### config.mk
export PLATFORM = sky130hd
export DESIGN_NAME = stable_min_priority_queue
export DESIGN_NICKNAME = d
export VERILOG_FILES = /design/src/spq_pkg.sv /design/src/stable_min_priority_queue.sv /design/src/spq_ctrl.sv /design/src/spq_dp.sv
export SDC_FILE = /design/constraint.sdc
export NUM_CORES = 1
export LEC_CHECK = 0
export BUFFER_PORTS_ARGS = -buffer_cell sky130_fd_sc_hd__buf_2
export CORE_ASPECT_RATIO = 0.75
export CORE_MARGIN = 2
export CORE_UTILIZATION = 55
export DETAILED_ROUTE_END_ITERATION = 8
export MAX_ROUTING_LAYER = met4
export PLACE_DENSITY_LB_ADDON = 0.25
export SETUP_SLACK_MARGIN = 0.2
export SKIP_CTS_REPAIR_TIMING = 1
export SYNTH_ARGS = -nofsm -noshare
export SYNTH_HDL_FRONTEND = slang
export SYNTH_SLANG_ARGS = --single-unit
### constraint.sdc
create_clock -name clk -period 4.7 [get_ports clk]
set_input_delay 0.705 -clock clk [delete_from_list [all_inputs] [get_ports clk]]
set_output_delay 0.705 -clock clk [all_outputs]
set_load 0.01 [all_outputs]
### src/spq_pkg.sv
package spq_pkg;

  localparam int KEY_BITS     = 32;
  localparam int DEPTH_DEF    = 16;
  localparam int TAG_BITS_DEF = 16;

  localparam logic [1:0] ST_OK    = 2'd0;
  localparam logic [1:0] ST_EMPTY = 2'd1;
  localparam logic [1:0] ST_FULL  = 2'd2;

  typedef struct packed {
    logic load;
    logic rd_prev;
    logic rd_head;
    logic wr_new;
    logic wr_shift;
    logic result;
  } spq_cmd_t;

  typedef struct packed {
    logic func;
    logic full;
    logic empty;
    logic pos_zero;
    logic key_le;
  } spq_stat_t;

endpackage

### src/stable_min_priority_queue.sv
// Bounded min-priority queue of (key, tag) entries with stable order for equal keys.
// Input channel s_*: s_tuser selects the operation, low for an insert and high for a
// removal of the entry with the smallest signed key; s_tdata carries the key and tag.
// Output channel m_*: exactly one result item per input item, in order. m_tdata holds
// the removed key, the removed tag and the occupancy after the item; m_tuser holds the
// removed flag and the status code (ok, removal from empty, insert dropped when full).
// Entries sit in a circular buffer in one memory with one read and one write port.
// A removal, or an insert dropped because the queue is full, goes from the decode state
// straight to the result state, which registers its result once the output register is free.
// An insert walks from the tail toward the head: it reads one entry in the read state
// and, if that key is larger, moves it up one slot in the compare state, until it finds
// a key that is not larger or reaches the head slot, and writes the new entry there.
// One item is in work at a time; s_tready is
// high only between items. A finished result waits in the output register while the
// receiver stalls, and the next item may be accepted meanwhile, but it is not finished
// until the previous result is taken. Reset empties the queue at once and drops any
// pending result; the memory contents need no clearing.
module stable_min_priority_queue #(
  parameter int DEPTH    = spq_pkg::DEPTH_DEF,
  parameter int TAG_BITS = spq_pkg::TAG_BITS_DEF,
  parameter int IN_W     = ((spq_pkg::KEY_BITS + TAG_BITS + 7) / 8) * 8,
  parameter int OUT_W    = ((spq_pkg::KEY_BITS + TAG_BITS + $clog2(DEPTH + 1) + 7) / 8) * 8
) (
  input  logic             clk,
  input  logic             rst,
  input  logic             s_tvalid,
  output logic             s_tready,
  input  logic [IN_W-1:0]  s_tdata,   // key, tag
  input  logic             s_tuser,   // func
  output logic             m_tvalid,
  input  logic             m_tready,
  output logic [OUT_W-1:0] m_tdata,   // out_key, out_tag, occupancy
  output logic [2:0]       m_tuser    // removed, status
);
  import spq_pkg::*;

  spq_cmd_t  cmd;
  spq_stat_t stat;

  spq_ctrl u_ctrl (
    .clk      (clk),
    .rst      (rst),
    .s_tvalid (s_tvalid),
    .s_tready (s_tready),
    .m_tvalid (m_tvalid),
    .m_tready (m_tready),
    .stat     (stat),
    .cmd      (cmd)
  );

  spq_dp #(
    .DEPTH    (DEPTH),
    .TAG_BITS (TAG_BITS),
    .IN_W     (IN_W),
    .OUT_W    (OUT_W)
  ) u_dp (
    .clk     (clk),
    .rst     (rst),
    .s_tdata (s_tdata),
    .s_tuser (s_tuser),
    .m_tdata (m_tdata),
    .m_tuser (m_tuser),
    .cmd     (cmd),
    .stat    (stat)
  );

endmodule

### src/spq_ctrl.sv
module spq_ctrl (
  input  logic              clk,
  input  logic              rst,
  input  logic              s_tvalid,
  output logic              s_tready,
  output logic              m_tvalid,
  input  logic              m_tready,
  input  spq_pkg::spq_stat_t stat,
  output spq_pkg::spq_cmd_t  cmd
);
  import spq_pkg::*;

  typedef enum logic [4:0] {
    S_IDLE    = 5'b00001,
    S_DECODE  = 5'b00010,
    S_INS_RD  = 5'b00100,
    S_INS_CMP = 5'b01000,
    S_RESULT  = 5'b10000
  } state_t;

  state_t state, state_next;
  logic   m_tvalid_next;
  logic   slot_free;

  assign s_tready  = (state == S_IDLE);
  assign slot_free = !m_tvalid || m_tready;

  always_comb begin
    state_next    = state;
    cmd           = '0;
    m_tvalid_next = m_tvalid && !m_tready;
    unique case (state)
      S_IDLE: begin
        if (s_tvalid) begin
          cmd.load   = 1'b1;
          state_next = S_DECODE;
        end
      end
      S_DECODE: begin
        if (stat.func) begin
          if (!stat.empty) begin
            cmd.rd_head = 1'b1;
          end
          state_next = S_RESULT;
        end else if (stat.full) begin
          state_next = S_RESULT;
        end else begin
          state_next = S_INS_RD;
        end
      end
      S_INS_RD: begin
        if (stat.pos_zero) begin
          cmd.wr_new = 1'b1;
          state_next = S_RESULT;
        end else begin
          cmd.rd_prev = 1'b1;
          state_next  = S_INS_CMP;
        end
      end
      S_INS_CMP: begin
        if (stat.key_le) begin
          cmd.wr_new = 1'b1;
          state_next = S_RESULT;
        end else begin
          cmd.wr_shift = 1'b1;
          state_next   = S_INS_RD;
        end
      end
      S_RESULT: begin
        if (slot_free) begin
          cmd.result    = 1'b1;
          m_tvalid_next = 1'b1;
          state_next    = S_IDLE;
        end
      end
      default: begin
        state_next = S_IDLE;
      end
    endcase
  end

  always_ff @(posedge clk) begin
    if (rst) begin
      state    <= S_IDLE;
      m_tvalid <= 1'b0;
    end else begin
      state    <= state_next;
      m_tvalid <= m_tvalid_next;
    end
  end

endmodule

### src/spq_dp.sv
module spq_dp #(
  parameter int DEPTH    = spq_pkg::DEPTH_DEF,
  parameter int TAG_BITS = spq_pkg::TAG_BITS_DEF,
  parameter int IN_W     = 48,
  parameter int OUT_W    = 56
) (
  input  logic               clk,
  input  logic               rst,
  input  logic [IN_W-1:0]    s_tdata,
  input  logic               s_tuser,
  output logic [OUT_W-1:0]   m_tdata,
  output logic [2:0]         m_tuser,
  input  spq_pkg::spq_cmd_t  cmd,
  output spq_pkg::spq_stat_t stat
);
  import spq_pkg::*;

  localparam int IDX_W = (DEPTH > 1) ? $clog2(DEPTH) : 1;
  localparam int CNT_W = $clog2(DEPTH + 1);

  logic signed [KEY_BITS-1:0] key_mem [DEPTH];
  logic [TAG_BITS-1:0]        tag_mem [DEPTH];

  logic [IDX_W-1:0]           head;
  logic [CNT_W-1:0]           count;
  logic [CNT_W-1:0]           pos;
  logic                       func_r;
  logic signed [KEY_BITS-1:0] new_key;
  logic [TAG_BITS-1:0]        new_tag;
  logic signed [KEY_BITS-1:0] rd_key;
  logic [TAG_BITS-1:0]        rd_tag;

  logic signed [KEY_BITS-1:0] res_key;
  logic [TAG_BITS-1:0]        res_tag;
  logic                       res_removed;
  logic [1:0]                 res_status;
  logic [CNT_W-1:0]           res_occ;

  logic [IDX_W-1:0]           pos_idx;
  logic [IDX_W-1:0]           prev_idx;
  logic [IDX_W-1:0]           pos_addr;
  logic [IDX_W-1:0]           prev_addr;
  logic [IDX_W-1:0]           head_inc;
  logic [IDX_W:0]             sum_pos;
  logic [IDX_W:0]             sum_prev;
  logic                       wr_en;
  logic                       rd_en;
  logic [IDX_W-1:0]           rd_addr;

  assign pos_idx  = pos[IDX_W-1:0];
  assign prev_idx = pos_idx - IDX_W'(1);

  assign sum_pos  = {1'b0, head} + {1'b0, pos_idx};
  assign sum_prev = {1'b0, head} + {1'b0, prev_idx};

  always_comb begin
    if (sum_pos >= (IDX_W + 1)'(DEPTH)) begin
      pos_addr = IDX_W'(sum_pos - (IDX_W + 1)'(DEPTH));
    end else begin
      pos_addr = sum_pos[IDX_W-1:0];
    end
    if (sum_prev >= (IDX_W + 1)'(DEPTH)) begin
      prev_addr = IDX_W'(sum_prev - (IDX_W + 1)'(DEPTH));
    end else begin
      prev_addr = sum_prev[IDX_W-1:0];
    end
    if (head == IDX_W'(DEPTH - 1)) begin
      head_inc = '0;
    end else begin
      head_inc = head + IDX_W'(1);
    end
  end

  assign wr_en   = cmd.wr_new || cmd.wr_shift;
  assign rd_en   = cmd.rd_prev || cmd.rd_head;
  assign rd_addr = cmd.rd_head ? head : prev_addr;

  always_ff @(posedge clk) begin
    if (wr_en) begin
      key_mem[pos_addr] <= cmd.wr_new ? new_key : rd_key;
      tag_mem[pos_addr] <= cmd.wr_new ? new_tag : rd_tag;
    end
    if (rd_en) begin
      rd_key <= key_mem[rd_addr];
      rd_tag <= tag_mem[rd_addr];
    end
  end

  always_ff @(posedge clk) begin
    if (cmd.load) begin
      func_r  <= s_tuser;
      new_key <= s_tdata[KEY_BITS-1:0];
      new_tag <= s_tdata[KEY_BITS +: TAG_BITS];
    end
    if (cmd.result) begin
      if (func_r && (count == '0)) begin
        res_key     <= '0;
        res_tag     <= '0;
        res_removed <= 1'b0;
        res_status  <= ST_EMPTY;
        res_occ     <= count;
      end else if (func_r) begin
        res_key     <= rd_key;
        res_tag     <= rd_tag;
        res_removed <= 1'b1;
        res_status  <= ST_OK;
        res_occ     <= count - CNT_W'(1);
      end else if (count == CNT_W'(DEPTH)) begin
        res_key     <= '0;
        res_tag     <= '0;
        res_removed <= 1'b0;
        res_status  <= ST_FULL;
        res_occ     <= count;
      end else begin
        res_key     <= '0;
        res_tag     <= '0;
        res_removed <= 1'b0;
        res_status  <= ST_OK;
        res_occ     <= count + CNT_W'(1);
      end
    end
  end

  always_ff @(posedge clk) begin
    if (rst) begin
      head  <= '0;
      count <= '0;
      pos   <= '0;
    end else begin
      if (cmd.load) begin
        pos <= count;
      end else if (cmd.wr_shift) begin
        pos <= pos - CNT_W'(1);
      end
      if (cmd.result) begin
        if (func_r) begin
          if (count != '0) begin
            count <= count - CNT_W'(1);
            head  <= head_inc;
          end
        end else if (count != CNT_W'(DEPTH)) begin
          count <= count + CNT_W'(1);
        end
      end
    end
  end

  assign stat.func     = func_r;
  assign stat.full     = (count == CNT_W'(DEPTH));
  assign stat.empty    = (count == '0);
  assign stat.pos_zero = (pos == '0);
  assign stat.key_le   = (rd_key <= new_key);

  assign m_tdata = OUT_W'({res_occ, res_tag, res_key});
  assign m_tuser = {res_status, res_removed};

endmodule
==> results.toml <==
[power_and_ir_drop]
ir_drop_v = 0.000263
switchingPower_w = 0.00311
clockPowerShare_pct = 42.6
intPower_w = 0.0131
p_per_area_nw_per_um2 = 378
swShare_pct = 19.2
p_comb_share_pct = 0.9
power_leakage_nw = 13.3
seqPwrFrac_pct = 56.5

[floorplanning]
io_pins = 114
die_area_um2 = 71200
core_um2 = 68300
initial_core_util_pct = 55.6
rows = 83
die_h_um = 232
fp.dieW_um = 307

[sta]
timing_hold_violations_final = 0
rsz0062_at_grt = "no"
tns_ns = 0
setup_viol_count_final = 0
finalCritPeriodShare_pct = 84.1
drv_slew = 0
post-route-min-period_ns = 3.95
tightest_slew_ns = 1.03
fin_ws_ns = 0.746
skew_ns = 0.0246
fmax_ghz = 0.253
relSlewSlack_pct = 31.1

[detailed_routing]
drt_pre_antenna_iters = 5
drtAntennaViolNets = 0
vias = 18400
wl_um = 82400
wl_per_cell_um = 26.7
drc = 0
drt_iter0_drc = 1880
viasPerCell = 5.97

[finish]
n_antenna_cell = 0
syn_to_final_growth_pct = 12.8
fin_nets = 2219
fillers = 4713
drive_gt1_share_pct = 21.0
design_area_um2 = 42800
utilization_pct = 62.7

[synthesis]
synthTopCellsByArea = "edfxtp_1 (73%), mux2i_1 (11%), mux4_2 (5.7%), mux2_2 (1.4%), ha_1 (1.4%)"
synth_top_family_by_area = "multiplexers"
yosysSeqAreaShare_pct = 73.9
yosysMostFrequentCell = "edfxtp_1"
synth-main-ff-cell = "edfxtp_1"
synth_cells = 1952
synth.mux.area_fraction_pct = 18.6
synth_adder_area_share_pct = 1.49
syn_area_um2 = 38000
syn_avg_cell_area_um2 = 19.5
yosysWarnings = 0
ys_types = 54
synth_edf_count = 921
ys_ff_latch = 941
synth_top_area_share_pct = 72.8
synth_xor_area_share_pct = 0.412
async_flop_share_pct = 0
yosys.area_share.simple_pct = 2.33
yosys.area.top_type = "edfxtp_1"
synth_compound_area_share_pct = 1.22
synth_common_cells = "edfxtp_1 (921), mux2i_1 (436), mux4_2 (96)"

[placement]
dpl.hpwl_um = 44700
place_congestion = 0.823
io_buffers = 110
dp_slack_ns = 0.755
placed_area_um2 = 40000

[cts]
clock_latency_ns = 0.64
cts_buffer_depth = 3
cts_tree = "yes"
cts-buffers-inserted = 89
cts_num_sinks = 941
cts_root_buf = "clkbuf_16"
cts_htree_levels = 3
clk_pin_slew_ns = 0.06

[setup_path]
worstPathArrival_ns = 4.28
cp-start-kind = "register"
cp_max_fo = 27
critPathKind = "register to register"
cp.required_ns = 5.03
cp-end-kind = "register"

[outcome]
outcome = "completed"

[global_route]
grt_pass1_wl_um = 121000
grt_max_degree = 88
antenna_found_initial = 0
grt_pass1_vias = 18400
grtUsageTotal_pct = 24.2
overflow = 0

[worst_hold_path]
hold_class = "input pin to register"

[job]
drv_cap = 0
-- final timing paths --
path,from,endpoint,slack (ns),cells after the start
worst max register to register,u_dp.rd_key[15],u_dp.tag_mem[10][10],0.75,9
worst min register to register,u_dp.rd_tag[12],u_dp.res_tag[12],0.56,1
worst min-delay path,s_tdata[2],u_dp.new_key[2],0.24,1
worst max-delay path,u_dp.rd_key[15],u_dp.tag_mem[10][10],0.75,9
-- layer usage --
metal	vias to the layer above	share of wire [%]	global-route usage (%)
met2	641	48	37.8
met3	136	6.5	3.84
li1	8122	-	-
met5	-	0	-
met4	0	2.7	6.91
met1	9501	43	33.6
-- stage by stage --
stage | hold slack [ns] | power (W) | instances
after floorplan | 0.488 | 0.00938 | 1954
after global placement | 0.542 | 0.00947 | 2923
after detailed placement | 0.549 | 0.00947 | 2923
after CTS | 0.204 | 0.0163 | 3083
after global routing | 0.210 | 0.0166 | 3083
final | 0.241 | 0.0162 | 3083
-- power groups by stage --
stage	Combinational [W]	Clock, W	Sequential [W]
6_report	0.000151	0.00689	0.00914
5_1_grt	0.000166	0.00733	0.00913
4_1_cts	0.000152	0.00701	0.00914
3_5_place_dp	0.000150	0	0.00932
3_3_place_gp	0.000149	0	0.00932
2_1_floorplan	0.0000792	0	0.00930
-- cell families (layout without fill, tap and decap cells) --
family	Yosys count	after routing
other	1	3
muxes	580	580
DFF	941	941
AOI/OAI and AO/OA	75	75
buffers and inverters	130	367
adders and majority gates	44	44
xor gates and xnor gates	17	17
and+or+nand+nor	164	164
-- cells in the final DEF (no fill, tap or decap), types with 4 or more instances in the layout --
cell type  instances
edfxtp_1         921
mux2i_1          434
buf_2            110
mux4_2            96
clkbuf_16         90
and2_1            50
mux2_2            48
ha_1              42
inv_1             40
buf_12            33
a21oi_1           29
nand2_1           28
buf_4             23
clkinv_1          21
dfxtp_1           20
clkinv_2          17
nor2_1            16
nor2_4            16
clkbuf_1          16
o21ai_0           11
xor2_1             9
nor3_1             7
nand3_1            7
nand4_1            7
o211ai_1           7
xnor2_1            7
bufinv_16          7
a31oi_1            6
a21o_1             5
nand2b_1           5
or3_1              5
nor2b_1            4
-- critical path: stages, from the launching register on --
cell and delay, ns:
edfxtp_1 0.42, ha_1 0.34, nand4_1 0.16, nor4_1 0.71, a21boi_1 0.26, o31a_1 0.17
o211ai_1 0.28, o21ai_4 0.24, buf_4 0.52, mux2_2 0.52
-- layout make-up --
cell class | count | area, um2 | area share, %
inverters | 41 | 154 | 0.359
repair buffers | 166 | 1380 | 3.23
clock inverters | 54 | 464 | 1.08
multi-input cells | 883 | 9330 | 21.8
well taps | 892 | 1120 | 2.61
clock buffers | 106 | 2310 | 5.40
flip-flops and latches | 941 | 28100 | 65.5
-- sequential cells by signal, summed over array words and instances (netlist names), 16 cells and up --
register,cells
u_dp.key_mem,512
u_dp.tag_mem,256
u_dp.new_key,32
u_dp.rd_key,32
u_dp.res_key,32
u_dp.new_tag,16
u_dp.rd_tag,16
u_dp.res_tag,16
No activity file was read; power rests on OpenSTA's default activity.
